## src/hdl/tpm_pkg.sv

```systemverilog
`timescale 1ns / 1ps

package tpm_pkg;

  // Default network size
  localparam int SLAVE_COUNT_DEF = 32;

  // Default queue depths
  localparam int CMD_DEPTH_DEF = 4;
  localparam int RES_DEPTH_DEF = 4;

  // Field widths
  localparam int OPCODE_W  = 3;
  localparam int ADDR_W    = 5;
  localparam int REPLY_W   = 8;
  localparam int NIBBLE_W  = 4;
  localparam int FRAME_W   = 14;
  localparam int KIND_W    = 2;
  localparam int STATUS_W  = 2;
  localparam int WAIT_W    = 16;
  localparam int CFG_DATA_W = 32;
  localparam int CFG_IDX_W  = 1;

  // Configuration register indexes
  localparam logic [CFG_IDX_W-1:0] REG_AVAILABLE_MASK = 1'd0;
  localparam logic [CFG_IDX_W-1:0] REG_REPLY_TIMEOUT  = 1'd1;

  // Reset values of the configuration registers, and the wait counter ceiling
  localparam logic [CFG_DATA_W-1:0] AVAILABLE_MASK_RST = 32'h0000_0001;
  localparam logic [WAIT_W-1:0]     REPLY_TIMEOUT_RST  = 16'd100;
  localparam logic [WAIT_W-1:0]     WAIT_MAX           = 16'hFFFF;

  // Input opcodes
  localparam logic [OPCODE_W-1:0] OP_TICK   = 3'd0;
  localparam logic [OPCODE_W-1:0] OP_REPLY  = 3'd1;
  localparam logic [OPCODE_W-1:0] OP_ERASE  = 3'd2;
  localparam logic [OPCODE_W-1:0] OP_ASSIGN = 3'd3;
  localparam logic [OPCODE_W-1:0] OP_WRITE  = 3'd4;
  localparam logic [OPCODE_W-1:0] OP_READ   = 3'd5;

  // Result kinds
  localparam logic [KIND_W-1:0] KIND_FRAME  = 2'd0;
  localparam logic [KIND_W-1:0] KIND_CYCLE  = 2'd1;
  localparam logic [KIND_W-1:0] KIND_INPUTS = 2'd2;
  localparam logic [KIND_W-1:0] KIND_STATUS = 2'd3;

  // Request status codes
  localparam logic [STATUS_W-1:0] ST_ACCEPTED = 2'd0;
  localparam logic [STATUS_W-1:0] ST_RANGE    = 2'd1;
  localparam logic [STATUS_W-1:0] ST_ABSENT   = 2'd2;
  localparam logic [STATUS_W-1:0] ST_IN_USE   = 2'd3;

  typedef enum logic [1:0] {
    PH_TRANSMIT  = 2'd0,
    PH_WAIT      = 2'd1,
    PH_NEXT      = 2'd2,
    PH_CYCLE_END = 2'd3
  } phase_t;

  typedef enum logic [2:0] {
    CL_TICK   = 3'd0,
    CL_REPLY  = 3'd1,
    CL_ERASE  = 3'd2,
    CL_ASSIGN = 3'd3,
    CL_WRITE  = 3'd4,
    CL_READ   = 3'd5
  } cmd_class_t;

  typedef struct packed {
    logic [OPCODE_W-1:0] opcode;
    logic [ADDR_W-1:0]   address;
    logic [REPLY_W-1:0]  reply_byte;
    logic [NIBBLE_W-1:0] output_bits;
  } in_item_t;

  typedef struct packed {
    logic [KIND_W-1:0]   result_kind;
    logic [FRAME_W-1:0]  frame_word;
    logic [ADDR_W-1:0]   polled_slave;
    logic [NIBBLE_W-1:0] input_bits;
    logic [STATUS_W-1:0] status_code;
  } out_item_t;

  // Decoded command handed from the front end to the executor
  typedef struct packed {
    cmd_class_t          cls;
    logic [ADDR_W-1:0]   address;
    logic                addr_in;   // address below the slave count
    logic                addr_ok;   // address in 1..slave count - 1
    logic [NIBBLE_W-1:0] reply_bits;
    logic                reply_ok;  // reply parity matches
    logic [NIBBLE_W-1:0] output_bits;
  } cmd_t;

  // Start 0, command, address, data, even parity over bits 0..11, end 1
  function automatic logic [FRAME_W-1:0] build_frame(input logic cmd,
                                                     input logic [ADDR_W-1:0] addr,
                                                     input logic [ADDR_W-1:0] data);
    logic [11:0] body;
    body = {data, addr, cmd, 1'b0};
    return {1'b1, ^body, body};
  endfunction

endpackage

```

## src/hdl/tpm_fifo.sv

```systemverilog
`timescale 1ns / 1ps

module tpm_fifo #(
  parameter int  DEPTH = 4,
  parameter type T     = logic
) (
  input  logic clk,
  input  logic rst,
  input  logic wr,
  input  T     wr_data,
  output logic wr_ready,
  input  logic rd,
  output logic rd_valid,
  output T     rd_data
);

  localparam int AW = $clog2(DEPTH);
  localparam logic [AW:0] FULL_CNT = (AW + 1)'(DEPTH);

  T            mem [DEPTH];
  logic [AW-1:0] wr_ptr;
  logic [AW-1:0] rd_ptr;
  logic [AW:0]   count;
  logic          do_wr;
  logic          do_rd;

  // A beat may enter a full queue when the head leaves in the same cycle
  assign rd_valid = (count != '0);
  assign wr_ready = (count != FULL_CNT) || rd;
  assign do_rd    = rd && rd_valid;
  assign do_wr    = wr && wr_ready;
  assign rd_data  = mem[rd_ptr];

  always_ff @(posedge clk) begin
    if (do_wr) begin
      mem[wr_ptr] <= wr_data;
    end
  end

  always_ff @(posedge clk) begin
    if (rst) begin
      wr_ptr <= '0;
      rd_ptr <= '0;
      count  <= '0;
    end else begin
      if (do_wr) begin
        wr_ptr <= wr_ptr + 1'b1;
      end
      if (do_rd) begin
        rd_ptr <= rd_ptr + 1'b1;
      end
      unique case ({do_wr, do_rd})
        2'b10:   count <= count + 1'b1;
        2'b01:   count <= count - 1'b1;
        default: count <= count;
      endcase
    end
  end

endmodule

```

## src/hdl/tpm_front.sv

```systemverilog
`timescale 1ns / 1ps

module tpm_front #(
  parameter int SLAVE_COUNT = tpm_pkg::SLAVE_COUNT_DEF
) (
  input  tpm_pkg::in_item_t item,
  output tpm_pkg::cmd_t     cmd,
  output logic              keep
);

  // Classify the beat; drop opcodes with no meaning
  always_comb begin
    cmd.address     = item.address;
    cmd.addr_in     = (32'(item.address) < SLAVE_COUNT);
    cmd.addr_ok     = cmd.addr_in && (item.address != '0);
    cmd.reply_bits  = item.reply_byte[4:1];
    cmd.reply_ok    = (^item.reply_byte[4:0]) == item.reply_byte[5];
    cmd.output_bits = item.output_bits;
    cmd.cls         = tpm_pkg::CL_TICK;
    keep            = 1'b1;
    unique case (item.opcode)
      tpm_pkg::OP_TICK:   cmd.cls = tpm_pkg::CL_TICK;
      tpm_pkg::OP_REPLY:  cmd.cls = tpm_pkg::CL_REPLY;
      tpm_pkg::OP_ERASE:  cmd.cls = tpm_pkg::CL_ERASE;
      tpm_pkg::OP_ASSIGN: cmd.cls = tpm_pkg::CL_ASSIGN;
      tpm_pkg::OP_WRITE:  cmd.cls = tpm_pkg::CL_WRITE;
      tpm_pkg::OP_READ:   cmd.cls = tpm_pkg::CL_READ;
      default:            keep    = 1'b0;
    endcase
  end

endmodule

```

## src/hdl/tpm_back.sv

```systemverilog
`timescale 1ns / 1ps

module tpm_back #(
  parameter int SLAVE_COUNT = tpm_pkg::SLAVE_COUNT_DEF
) (
  input  logic                                 clk,
  input  logic                                 rst,
  input  logic                                 wr_en,
  input  logic [tpm_pkg::CFG_IDX_W-1:0]        wr_index,
  input  logic [tpm_pkg::CFG_DATA_W-1:0]       wr_data,
  input  logic                                 cmd_valid,
  input  tpm_pkg::cmd_t                        cmd,
  output logic                                 cmd_take,
  input  logic                                 res_ready,
  output logic                                 res_push,
  output tpm_pkg::out_item_t                   res
);

  localparam int IW = $clog2(SLAVE_COUNT);

  // Configuration
  logic [tpm_pkg::CFG_DATA_W-1:0] avail_mask;
  logic [tpm_pkg::WAIT_W-1:0]     reply_timeout;

  // Schedule state
  tpm_pkg::phase_t             phase, phase_next;
  logic [IW-1:0]               current_slave, current_slave_next;
  logic [tpm_pkg::WAIT_W-1:0]  wait_count, wait_count_next;
  logic [SLAVE_COUNT-1:0]      erase_pending, erase_pending_next;
  logic                        assign_pending, assign_pending_next;
  logic [tpm_pkg::ADDR_W-1:0]  assign_address, assign_address_next;

  logic [tpm_pkg::NIBBLE_W-1:0] slave_outputs [SLAVE_COUNT];
  logic [tpm_pkg::NIBBLE_W-1:0] slave_inputs  [SLAVE_COUNT];

  logic                        out_we;
  logic                        in_we;
  logic [IW-1:0]               addr_idx;
  logic [SLAVE_COUNT-1:0]      present;
  logic                        addr_present;
  logic [tpm_pkg::WAIT_W-1:0]  wait_inc;
  logic                        found_hi;
  logic                        found_any;
  logic [IW-1:0]               slave_hi;
  logic [IW-1:0]               slave_any;
  logic [IW-1:0]               slave_found;

  assign cmd_take     = cmd_valid && res_ready;
  assign addr_idx     = cmd.address[IW-1:0];
  assign present      = avail_mask[SLAVE_COUNT-1:0];
  assign addr_present = cmd.addr_in && present[addr_idx];
  assign wait_inc     = (wait_count != tpm_pkg::WAIT_MAX) ? wait_count + 1'b1 : wait_count;

  // Round-robin search: lowest present slave above the current one, else
  // the lowest present slave at all, else stay put
  always_comb begin
    found_hi  = 1'b0;
    found_any = 1'b0;
    slave_hi  = '0;
    slave_any = '0;
    for (int i = SLAVE_COUNT - 1; i >= 0; i--) begin
      if (present[i]) begin
        found_any = 1'b1;
        slave_any = IW'(i);
        if (IW'(i) > current_slave) begin
          found_hi = 1'b1;
          slave_hi = IW'(i);
        end
      end
    end
    if (found_hi) begin
      slave_found = slave_hi;
    end else if (found_any) begin
      slave_found = slave_any;
    end else begin
      slave_found = current_slave;
    end
  end

  always_comb begin
    phase_next          = phase;
    current_slave_next  = current_slave;
    wait_count_next     = wait_count;
    erase_pending_next  = erase_pending;
    assign_pending_next = assign_pending;
    assign_address_next = assign_address;
    out_we              = 1'b0;
    in_we               = 1'b0;
    res_push            = 1'b0;
    res                 = '0;
    res.polled_slave    = cmd.address;
    if (cmd_take) begin
      unique case (cmd.cls)
        tpm_pkg::CL_TICK: begin
          res.polled_slave = tpm_pkg::ADDR_W'(current_slave);
          unique case (phase)
            tpm_pkg::PH_TRANSMIT: begin
              res_push         = 1'b1;
              res.result_kind  = tpm_pkg::KIND_FRAME;
              if (current_slave != '0 && erase_pending[current_slave]) begin
                res.frame_word = tpm_pkg::build_frame(1'b1,
                                   tpm_pkg::ADDR_W'(current_slave), '0);
                erase_pending_next[current_slave] = 1'b0;
              end else if (current_slave == '0 && assign_pending) begin
                res.frame_word = tpm_pkg::build_frame(1'b0, '0, assign_address);
                assign_pending_next = 1'b0;
              end else begin
                res.frame_word = tpm_pkg::build_frame(1'b0,
                                   tpm_pkg::ADDR_W'(current_slave),
                                   {slave_outputs[current_slave], 1'b0});
              end
              wait_count_next = '0;
              phase_next      = tpm_pkg::PH_WAIT;
            end
            tpm_pkg::PH_WAIT: begin
              wait_count_next = wait_inc;
              if (wait_inc >= reply_timeout) begin
                phase_next = tpm_pkg::PH_NEXT;
              end
            end
            tpm_pkg::PH_NEXT: begin
              current_slave_next = slave_found;
              phase_next = (slave_found <= current_slave) ? tpm_pkg::PH_CYCLE_END
                                                          : tpm_pkg::PH_TRANSMIT;
            end
            tpm_pkg::PH_CYCLE_END: begin
              res_push        = 1'b1;
              res.result_kind = tpm_pkg::KIND_CYCLE;
              phase_next      = tpm_pkg::PH_TRANSMIT;
            end
            default: phase_next = phase;
          endcase
        end
        tpm_pkg::CL_REPLY: begin
          if (phase == tpm_pkg::PH_WAIT) begin
            in_we      = cmd.reply_ok;
            phase_next = tpm_pkg::PH_NEXT;
          end
        end
        tpm_pkg::CL_ERASE: begin
          res_push        = 1'b1;
          res.result_kind = tpm_pkg::KIND_STATUS;
          if (!cmd.addr_ok) begin
            res.status_code = tpm_pkg::ST_RANGE;
          end else if (!addr_present) begin
            res.status_code = tpm_pkg::ST_ABSENT;
          end else begin
            res.status_code = tpm_pkg::ST_ACCEPTED;
            erase_pending_next[addr_idx] = 1'b1;
          end
        end
        tpm_pkg::CL_ASSIGN: begin
          res_push        = 1'b1;
          res.result_kind = tpm_pkg::KIND_STATUS;
          if (!cmd.addr_ok) begin
            res.status_code = tpm_pkg::ST_RANGE;
          end else if (addr_present) begin
            res.status_code = tpm_pkg::ST_IN_USE;
          end else begin
            res.status_code     = tpm_pkg::ST_ACCEPTED;
            assign_pending_next = 1'b1;
            assign_address_next = cmd.address;
          end
        end
        tpm_pkg::CL_WRITE: begin
          out_we = cmd.addr_in;
        end
        tpm_pkg::CL_READ: begin
          res_push        = 1'b1;
          res.result_kind = tpm_pkg::KIND_INPUTS;
          res.input_bits  = cmd.addr_in ? slave_inputs[addr_idx] : '0;
        end
        default: res_push = 1'b0;
      endcase
    end
  end

  always_ff @(posedge clk) begin
    if (rst) begin
      avail_mask    <= tpm_pkg::AVAILABLE_MASK_RST;
      reply_timeout <= tpm_pkg::REPLY_TIMEOUT_RST;
    end else if (wr_en) begin
      unique case (wr_index)
        tpm_pkg::REG_AVAILABLE_MASK: avail_mask    <= wr_data;
        tpm_pkg::REG_REPLY_TIMEOUT:  reply_timeout <= wr_data[tpm_pkg::WAIT_W-1:0];
        default:                     avail_mask    <= avail_mask;
      endcase
    end
  end

  always_ff @(posedge clk) begin
    if (rst) begin
      phase          <= tpm_pkg::PH_TRANSMIT;
      current_slave  <= '0;
      wait_count     <= '0;
      erase_pending  <= '0;
      assign_pending <= 1'b0;
      assign_address <= '0;
    end else begin
      phase          <= phase_next;
      current_slave  <= current_slave_next;
      wait_count     <= wait_count_next;
      erase_pending  <= erase_pending_next;
      assign_pending <= assign_pending_next;
      assign_address <= assign_address_next;
    end
  end

  always_ff @(posedge clk) begin
    if (rst) begin
      for (int i = 0; i < SLAVE_COUNT; i++) begin
        slave_outputs[i] <= '0;
        slave_inputs[i]  <= '0;
      end
    end else begin
      if (out_we) begin
        slave_outputs[addr_idx] <= cmd.output_bits;
      end
      if (in_we) begin
        slave_inputs[current_slave] <= cmd.reply_bits;
      end
    end
  end

endmodule

```

## src/hdl/tdma_polling_master_unit.sv

```systemverilog
`timescale 1ns / 1ps
// Flow: an item leaves the input queue only after its push is registered there,
//   and its result shows on the result side once it is registered in the result queue.
// Throughput: one item per cycle while the result queue has room; the executor and
//   both 4-beat queues keep that pace, and only a full result queue slows intake.
// Reset (rst, synchronous): both queues empty, schedule in transmit phase at
//   slave 0, pending commands and all slave I/O cleared, registers at defaults.

module tdma_polling_master_unit #(
  parameter int SLAVE_COUNT = tpm_pkg::SLAVE_COUNT_DEF,
  parameter int CMD_DEPTH   = tpm_pkg::CMD_DEPTH_DEF,
  parameter int RES_DEPTH   = tpm_pkg::RES_DEPTH_DEF
) (
  input  logic                           clk,
  input  logic                           rst,
  // Configuration write port
  input  logic                           wr_en,
  input  logic [tpm_pkg::CFG_IDX_W-1:0]  wr_index,
  input  logic [tpm_pkg::CFG_DATA_W-1:0] wr_data,
  // Input queue side
  input  logic                           push,
  output logic                           full,
  input  tpm_pkg::in_item_t              item,
  // Result queue side
  output logic                           empty,
  input  logic                           pop,
  output tpm_pkg::out_item_t             result
);

  tpm_pkg::cmd_t      dec_cmd;
  logic               dec_keep;
  logic               cmd_ready;
  logic               cmd_valid;
  tpm_pkg::cmd_t      cmd_head;
  logic               cmd_take;
  logic               res_ready;
  logic               res_push;
  tpm_pkg::out_item_t res_item;
  logic               res_valid;

  // Front end: decode the beat, drop meaningless opcodes before queuing
  tpm_front #(
    .SLAVE_COUNT (SLAVE_COUNT)
  ) u_front (
    .item (item),
    .cmd  (dec_cmd),
    .keep (dec_keep)
  );

  // Command queue: lets intake run ahead of the executor
  tpm_fifo #(
    .DEPTH (CMD_DEPTH),
    .T     (tpm_pkg::cmd_t)
  ) u_cmd_q (
    .clk      (clk),
    .rst      (rst),
    .wr       (push && dec_keep),
    .wr_data  (dec_cmd),
    .wr_ready (cmd_ready),
    .rd       (cmd_take),
    .rd_valid (cmd_valid),
    .rd_data  (cmd_head)
  );

  assign full = !cmd_ready;

  // Back end: run the polling schedule and host requests, one command a cycle;
  // hold the head command while the result queue has no room
  tpm_back #(
    .SLAVE_COUNT (SLAVE_COUNT)
  ) u_back (
    .clk       (clk),
    .rst       (rst),
    .wr_en     (wr_en),
    .wr_index  (wr_index),
    .wr_data   (wr_data),
    .cmd_valid (cmd_valid),
    .cmd       (cmd_head),
    .cmd_take  (cmd_take),
    .res_ready (res_ready),
    .res_push  (res_push),
    .res       (res_item)
  );

  // Result queue: parts the executor from the consumer's pop
  tpm_fifo #(
    .DEPTH (RES_DEPTH),
    .T     (tpm_pkg::out_item_t)
  ) u_res_q (
    .clk      (clk),
    .rst      (rst),
    .wr       (res_push),
    .wr_data  (res_item),
    .wr_ready (res_ready),
    .rd       (pop),
    .rd_valid (res_valid),
    .rd_data  (result)
  );

  assign empty = !res_valid;

endmodule
```

## config.mk

```make
export PLATFORM = sky130hd
export DESIGN_NAME = tdma_polling_master_unit
export DESIGN_NICKNAME = d
export VERILOG_FILES = /design/src/hdl/tpm_pkg.sv /design/src/hdl/tpm_fifo.sv /design/src/hdl/tpm_front.sv /design/src/hdl/tpm_back.sv /design/src/hdl/tdma_polling_master_unit.sv
export SDC_FILE = /design/constraint.sdc
export NUM_CORES = 1
export LEC_CHECK = 0
export ABC_AREA = 1
export BUFFER_PORTS_ARGS = -buffer_cell sky130_fd_sc_hd__buf_4
export CORE_MARGIN = 2
export CORE_UTILIZATION = 55
export CTS_BUF_LIST = sky130_fd_sc_hd__clkbuf_2
export CTS_CLUSTER_DIAMETER = 40
export DETAILED_ROUTE_END_ITERATION = 10
export PLACE_DENSITY = 0.72
export SLEW_MARGIN = 5
export SYNTH_ARGS = -nofsm -noshare
export SYNTH_HDL_FRONTEND = slang
export SYNTH_SLANG_ARGS = --single-unit
```

## constraint.sdc

```tcl
create_clock -name clk -period 6.05 [get_ports clk]
set_input_delay 0.9075 -clock clk [delete_from_list [all_inputs] [get_ports clk]]
set_output_delay 0.9075 -clock clk [all_outputs]
set_load 0.005 [all_outputs]
```

Word level (Yosys, flattened, before mapping) --
Memories as Yosys holds them, arrays and structs flattened. A register that Yosys moved wholly into a read port is not among the register bits. Cells that the tools add are included.
Cells by class: add/sub/neg operators 9, $lt $le $gt $ge 38, equal/unequal tests 31, muxes and demuxes 270, bitwise operators 5, reductions and logical operators 47
Operators with widths (number):
- 2-to-1 mux 5 bit | 102
- 2-to-1 mux 1 bit | 128
- 2-to-1 mux 32 bit | 4
- > comparator 5 bit, first input constant | 16
- one-hot mux 32 bit (2 select lines) | 1
- > comparator 4 x 5 -> 1 bit, first input constant | 8
- XOR reduction 12 bit | 3
- AND 32 bit | 1
- NOT 32 bit | 1
- OR 32 bit | 1
- one-hot mux 16 bit (2 select lines) | 1
- 2-to-1 mux 14 bit | 2
- 2-to-1 mux 27 bit | 1
- 2-to-1 mux 2 bit | 11
- > comparator 3 x 5 -> 1 bit, first input constant | 4
- 2-to-1 mux 19 bit | 1
- adder 16 x 1 -> 16 bit, second input constant | 1
- greater-or-equal comparator 16 bit | 1
- 2-to-1 mux 16 bit | 1
- 2-to-1 mux 4 bit | 4
- != test 16 bit, second input constant | 1
- one-hot mux 3 bit (5 select lines) | 1
- 2-to-1 mux 13 bit | 1
- equality test 3 x 2 -> 1 bit, second input constant | 4
- other kinds (45) | 101
Storage, ports and cells: bits in registers 123, RAM bits 436, input bits 58, output and inout port bits 29, word-level logic and storage cells 418, memories kept 4
Memories:
- u_back.slave_inputs | depth 32, width 4, read ports 1, clocked after Yosys merged registers in 0, write ports 32, RTL line tpm_back.sv:34 | logic [tpm_pkg::NIBBLE_W-1:0] slave_inputs [SLAVE_COUNT];
- u_back.slave_outputs | depth 32, width 4, read ports 1, clocked after Yosys merged registers in 1, write ports 32, RTL line tpm_back.sv:33 | logic [tpm_pkg::NIBBLE_W-1:0] slave_outputs [SLAVE_COUNT];
- u_res_q.mem | depth 4, width 27, read ports 1, clocked after Yosys merged registers in 1, write ports 1, RTL line tpm_fifo.sv:20 | T mem [DEPTH];
- u_cmd_q.mem | depth 4, width 18, read ports 1, clocked after Yosys merged registers in 1, write ports 1, RTL line tpm_fifo.sv:20

Longest topological paths before layout --
word-level depth 70, mapped depth 46, depth with buffers taken out 45

Modules after synthesis --
Synthesis repeated with hierarchy kept, for this count alone.
Unflattened totals: cell total of the unflattened synthesis 2993, area, all modules 27879.2 um^2
Modules (own cells, without submodules):
- tpm_back | instances 1, cells an instance 2350, area each 19706.4 um^2, sequential area each 9969.6 um^2
- tpm_fifo at u_res_q | instances 1, cells an instance 333, area each 4554.4 um^2, sequential area each 3423.3 um^2
- tpm_fifo at u_cmd_q | instances 1, cells an instance 256, area each 3347.0 um^2, sequential area each 2462.4 um^2
- tpm_front | instances 1, cells an instance 50, area each 256.5 um^2, sequential area each 0.0 um^2
- tdma_polling_master_unit | instances 1, cells an instance 4, area each 15.0 um^2, sequential area each 0.0 um^2

Worst setup path before layout --
No wires, ideal clock.
path type reg-to-reg, start point register u_back.current_slave[0], end point register u_back.phase[0], setup time 0.065 ns, arrival 3.639 ns, required time 5.985 ns, setup slack 2.346 ns, stages on the path, launching flop included 47, buffers on the path 1, clock period less this slack 3.704 ns, cells stage by stage dfxtp_1 inv_2 clkbuf_1 ha_1 nand3_1 nand2_1 inv_1 nand2_2 nand2_1 nand2_1 nand2_1 nand2_1 nand2_1 nand2_1 nand2_1 nand2_1 nand2_1 nand2_1 [... 11 more ...] nand2_1 nand2_1 nand2_1 nand2_1 nand2_1 nand2_1 nand2_1 nand2_1 nand2_1 nand2_1 and2_1 ha_1 nand3_1 o22ai_1 nand2_1 a21oi_1 a21oi_1 nor2_1
Between the ends: longest elaborated chain between the ends 70, elaborated cells between the ends (all ways) 166, those cells by class 33 x order compare; 133 x mux
RTL lines:
- start: declaration | RTL line tpm_back.sv:27 | logic [IW-1:0] current_slave, current_slave_next;
- start signal: assignment | RTL line tpm_back.sv:201 | current_slave <= current_slave_next;
- > comparator 5 bit | RTL line tpm_back.sv:65 | if (IW'(i) > current_slave) begin
- 2-to-1 mux 5 bit or 2-to-1 mux 1 bit (tied branches) | RTL line tpm_back.sv:65
- 2-to-1 mux 5 bit or 2-to-1 mux 1 bit (tied branches) | RTL line tpm_back.sv:62 | if (present[i]) begin
- 2-to-1 mux 5 bit or 2-to-1 mux 1 bit (tied branches) | RTL line tpm_back.sv:65
- 2-to-1 mux 5 bit or 2-to-1 mux 1 bit (tied branches) | RTL line tpm_back.sv:62
- 2-to-1 mux 5 bit or 2-to-1 mux 1 bit (tied branches) | RTL line tpm_back.sv:65
- 2-to-1 mux 5 bit or 2-to-1 mux 1 bit (tied branches) | RTL line tpm_back.sv:62
- 2-to-1 mux 5 bit or 2-to-1 mux 1 bit (tied branches) | RTL line tpm_back.sv:65
- [... 54 more ...]
- 2-to-1 mux 5 bit or 2-to-1 mux 1 bit (tied branches) | RTL line tpm_back.sv:62
- 2-to-1 mux 5 bit or 2-to-1 mux 1 bit (tied branches) | RTL line tpm_back.sv:65
- 2-to-1 mux 5 bit or 2-to-1 mux 1 bit (tied branches) | RTL line tpm_back.sv:62
- 2-to-1 mux 5 bit | RTL line tpm_back.sv:71 | if (found_hi) begin
- <= comparator 5 bit (*) | RTL line tpm_back.sv:123 | phase_next = (slave_found <= current_slave) ? tpm_pkg::PH_CYCLE_END
- 2-to-1 mux 2 bit (*) | RTL line tpm_back.sv:123
- one-hot mux 2 bit (4 select lines) (*) | RTL line tpm_back.sv:96 | unique case (phase)
- one-hot mux 2 bit (2 select lines) (*) | RTL line tpm_back.sv:93 | unique case (cmd.cls)
- end signal: assignment | RTL line tpm_back.sv:193 | phase <= tpm_pkg::PH_TRANSMIT;
- end signal: assignment | RTL line tpm_back.sv:200 | phase <= phase_next;
- end: declaration | RTL line tpm_back.sv:26 | tpm_pkg::phase_t phase, phase_next;
Mark *: on every way between the ends. The rest lies on a longest branch, timed or not. A chain may end at the register's enable or synchronous reset.

Final worst setup path --
start point register u_back.current_slave[1], end point register u_back.phase[0]
Between the ends: longest elaborated chain between the ends 70, elaborated cells between the ends (all ways) 166, those cells by class 33 x order compare; 133 x mux
RTL lines:
- > comparator 5 bit | RTL line tpm_back.sv:65
- 2-to-1 mux 5 bit or 2-to-1 mux 1 bit (tied branches) | RTL line tpm_back.sv:65
- 2-to-1 mux 5 bit or 2-to-1 mux 1 bit (tied branches) | RTL line tpm_back.sv:62
- 2-to-1 mux 5 bit or 2-to-1 mux 1 bit (tied branches) | RTL line tpm_back.sv:65
- 2-to-1 mux 5 bit or 2-to-1 mux 1 bit (tied branches) | RTL line tpm_back.sv:62
- 2-to-1 mux 5 bit or 2-to-1 mux 1 bit (tied branches) | RTL line tpm_back.sv:65
- 2-to-1 mux 5 bit or 2-to-1 mux 1 bit (tied branches) | RTL line tpm_back.sv:62
- 2-to-1 mux 5 bit or 2-to-1 mux 1 bit (tied branches) | RTL line tpm_back.sv:65
- [... 55 more ...]
- 2-to-1 mux 5 bit or 2-to-1 mux 1 bit (tied branches) | RTL line tpm_back.sv:65
- 2-to-1 mux 5 bit or 2-to-1 mux 1 bit (tied branches) | RTL line tpm_back.sv:62
- 2-to-1 mux 5 bit (*) | RTL line tpm_back.sv:71
- net u_back.slave_found[2] | RTL line tpm_back.sv:46 | logic [IW-1:0] slave_found;
- <= comparator 5 bit (*) | RTL line tpm_back.sv:123
- 2-to-1 mux 2 bit (*) | RTL line tpm_back.sv:123
- one-hot mux 2 bit (4 select lines) (*) | RTL line tpm_back.sv:96
- one-hot mux 2 bit (2 select lines) (*) | RTL line tpm_back.sv:93
The timed path passes the listed nets; every way through them passes the cells marked *.

==> flow_summary_export.csv <==
group,metric,value,unit
clock_tree,cts.repair.resized,0,
synth,synth_area_leaders,"edfxtp_1, dfxtp_1, nor2_1",
pwr,combPwrFrac,0.337,
cells_and_area,nFillCells,3949,
synth,netlist_area,0.0264,mm^2
drt,drt_iter0_drc,2039,
floorplanning,start_util,0.554,
synth,synth_xor_area_frac,0.00831,
clock_tree,ctsRootBufferMaster,"clkbuf_2",
cells_and_area,final_cells,3708,
synth,synth_nets,2926,
synth,synth_cell_types,57,
pwr,switching_share,0.397,
worst_setup_path,crit_fanout,14,
grt,grt_pass1_wl,112000,um
pwr,pwr-share-clk,0.236,
worst_setup_path,start_kind,"register",
sta,finalClockSkew,0.0998,ns
worst_setup_path,cp_slowest_stage_delay,0.57,ns
synth,netlist_instances,2819,
cells_and_area,final_cell_mix,"nor2_1, edfxtp_1, nand2_1, o21ai_0, clkbuf_2",
run,timing.max_cap.violations,0,
worst_setup_path,r2r-start,"u_back.current_slave[1]",
synth,ys_seq_area_frac,0.593,
grt,grt_pass1_vias,21336,
worst_setup_path,rrSetupSlack,1.16,ns
synth,ys.flop_type,"edfxtp_1",
placed_design,place_inst,3395,
sta,fmax,205,MHz
worst_setup_path,crit_type,"reg2reg",
cells_and_area,final_cell_area,0.0293,mm^2
placed_design,placed_area,0.0274,mm^2
grt,grt_max_degree,71,
synth,syn_area_per_cell,9.35,um^2
floorplanning,io_pins,87,
pwr,p_switching,0.00442,W
synth,synth-simple-area-share,0.171,
sta,rsz0062_at_grt,"no",
worst_setup_path,crit_chain,"inv_1, ha_1, clkinv_1, nor3_1, nor3_1, nor2_1, nand3_1, nor2_1, nand2_1, clkinv_1, a21oi_1, a31oi_1, ha_1, a21oi_1, o21ai_0, o22ai_1, nand2_1, a21oi_1, a21oi_1, nor2_1",
drt,drtAntennaViolNets,0,
cells_and_area,final_common_cell,"nor2_1",
synth,yosys_warnings,0,
sta,finalHoldViolCount,0,
clock_tree,tritoncts,"yes",
clock_tree,clkSlewWorstSetupHoldPaths,0.12,ns
floorplanning,num_rows,80,
grt,antenna_found_initial,1,
sta,fin_crit_sh,0.808,
floorplanning,die_w,223,um
pwr,power_density,380,mW/mm^2
floorplanning,die_h,223,um
synth,yosys.area.top_type,"edfxtp_1",
sta,max_slew_margin,0.203,
worst_setup_path,cpMostUsedCell,"a21oi_1",
outcome,status,"finished, final reports clean",
grt,overflow,0,
min_path,min_path_type,"in2reg",
synth,synth-seq-cells,564,
synth,synth_top_family_by_area,"simple AND/OR/NAND/NOR gates",
floorplanning,die_area,0.0497,mm^2
drt,firstDrtPassIters,6,
drt,viasPerCell,5.88,
worst_setup_path,critPathCaptureType,"register",
synth,synth_top_area_frac,0.492,
placed_design,dp_hpwl,47600,um
placed_design,gp_congestion,0.959,
worst_setup_path,path_buf_inv,3,
worst_setup_path,startpoint,"u_back.current_slave[1]",
pwr,p_total,0.0111,W
sta,drv_slew,0,
pwr,intPower,0.00671,W
cells_and_area,utilization,0.616,
pwr,max-vdd-ir-drop,0.361,mV
clock_tree,clockBufferDepth,3,
sta,worst_pin_slew,1.19,ns
sta,finalSetupViolCount,0,
worst_setup_path,reg2reg_depth,20,
worst_setup_path,cp_num_cells,20,
sta,layout_min_cycle_time,4.89,ns
cells_and_area,final_nets,3088,
placed_design,port_buffers,83,
synth,synth_compound_area_frac,0.152,
cells_and_area,syn2layout_area_growth,11.1,%
clock_tree,worstSkewPairLatency,1.39,ns
worst_setup_path,critical_path.top_delay_family,"simple AND/OR/NAND/NOR gates",
pwr,p_seq_frac,0.426,
drt,drt-total-wl,72100,um
drt,wire_per_inst,19.5,um
clock_tree,cts.sinks,564,
sta,finalSetupTns,0,ns
clock_tree,cts_made_buffers,141,
grt,grt_usage,0.292,
floorplanning,core,0.0475,mm^2
clock_tree,htreeDepth,4,
worst_setup_path,arrival,6.21,ns
drt,vias,21814,
synth,synth-edff-count,432,
worst_setup_path,slowest_stage,"dfxtp_1",
synth,synth_fa_ha_area_frac,0.0238,
synth,synth.area.mux_share,0,
pwr,power.leakage,11.5,nW
synth,synth-async-reset-ratio,0,
worst_setup_path,endpoint,"u_back.phase[0]",
worst_setup_path,required,7.38,ns
worst_setup_path,worstReg2RegEnd,"u_back.phase[0]",
cells_and_area,drive_gt1_frac,0.130,
drt,drc,0,
## registers in the layout (all words and copies together) (netlist names), 2 cells and up, named ones only
name	count
u_back.reply_timeout	16
u_cmd_q.wr_ptr	2
u_back.assign_address	5
u_cmd_q.rd_ptr	2
u_res_q.mem	104
u_back.erase_pending	32
u_res_q.rd_ptr	2
u_back.avail_mask	32
u_back.slave_inputs	128
u_back.phase	2
u_back.current_slave	5
u_cmd_q.count	3
u_back.slave_outputs	128
u_res_q.count	3
u_cmd_q.mem	72
u_back.wait_count	16
u_res_q.wr_ptr	2
## timing repair
item | in CTS | in global routing
buffers inserted | 0 | 0
hold buffers | 58 | 0
endpoints found under the hold margin | 147 | 0
## cells in the mapped netlist, types with 2 or more instances
library cell    n
nand2_4         2
o31ai_1         2
o22a_1          2
nand2_1       423
o22ai_1       115
buf_4           8
nor2_2          2
nand2_2         2
o21ai_1        12
a32o_1         12
fa_1            2
inv_1         172
or2_2           8
buf_1          27
clkinv_1        8
o221ai_1       25
clkbuf_1      107
a21oi_1       164
buf_6           4
o211ai_1       11
nand4_1        11
ha_1           47
nor2_1        573
dfxtp_1       132
a32oi_1         5
inv_2          14
o21a_1         13
xor2_1         16
nor3_1         30
o311ai_0        2
nor2_4          2
a32oi_2         2
nor4_1          4
buf_2          11
o21ai_0       295
o2111ai_1       6
a31oi_1        10
a211oi_1        2
a41oi_1         4
edfxtp_1      432
xnor2_1         9
o21bai_1        3
nand3_1        74
## logic make-up (layout without fill, tap and decap cells)
| logic type | Yosys count | in the layout |
|---|---|---|
| and+or+nand+nor | 1134 | 1134 |
| buffers and inverters | 352 | 623 |
| xor gates and xnor gates | 25 | 25 |
| other | 1 | 4 |
| DFF | 564 | 564 |
| AOI/OAI and AO/OA | 694 | 694 |
| adders and majority gates | 49 | 49 |
## through the flow
step / hold slack [ns] / setup slack (ns)
after floorplan: 0.435 / 2.35
after global placement: 0.450 / 1.50
after detailed placement: 0.457 / 1.47
after CTS: 0.0105 / 1.39
after global routing: 0.131 / 0.971
final: 0.159 / 1.16
## per-layer routing
layer / GRT usage / part of all wire / up-vias
li1: - / - / 10187
met1: 0.373 / 0.40 / 10382
met2: 0.477 / 0.48 / 1047
met3: 0.0653 / 0.084 / 198
met4: 0.137 / 0.037 / 0
met5: 0 / 0 / -
## power by group through the flow
stage	Sequential, W	Combinational, W	Clock (W)
after global routing	0.00478	0.00406	0.00285
after CTS	0.00474	0.00369	0.00267
after floorplan	0.00476	0.00235	0
final	0.00475	0.00376	0.00263
after detailed placement	0.00483	0.00365	0
after global placement	0.00482	0.00355	0
## cell type report
| type | count | area (um^2) | share of cell area |
|---|---|---|---|
| clock inverters | 29 | 204 | 0.00696 |
| well taps | 615 | 769 | 0.0263 |
| clock buffers | 223 | 1120 | 0.0381 |
| multi-input cells | 1903 | 9370 | 0.320 |
| repair buffers | 176 | 1470 | 0.0501 |
| flip-flops and latches | 564 | 15600 | 0.533 |
| inverters | 195 | 737 | 0.0252 |
| diodes | 3 | 7.51 | 0.000256 |
## worst min path at each step
stage,cells past startpoint,end,from
finish,5,u_cmd_q.mem[1][4],item[9]
global route,5,u_cmd_q.mem[1][4],item[9]
CTS,5,u_cmd_q.mem[1][4],item[9]
detailed placement,2,u_back.erase_pending[7],u_back.erase_pending[7]
global placement,2,u_back.reply_timeout[1],u_back.reply_timeout[1]
floorplan,2,u_back.reply_timeout[10],u_back.reply_timeout[10]
## worst reg2reg max path: stages (launching register included)
cell	delay (ns)
dfxtp_1	0.57
inv_1	0.42
ha_1	0.41
clkinv_1	0.43
nor3_1	0.57
nor3_1	0.14
nor2_1	0.19
nand3_1	0.12
nor2_1	0.15
nand2_1	0.09
clkinv_1	0.11
a21oi_1	0.05
a31oi_1	0.28
ha_1	0.33
a21oi_1	0.12
o21ai_0	0.08
o22ai_1	0.34
nand2_1	0.11
a21oi_1	0.16
a21oi_1	0.09
nor2_1	0.09
No activity file was read; power rests on OpenSTA's default activity.
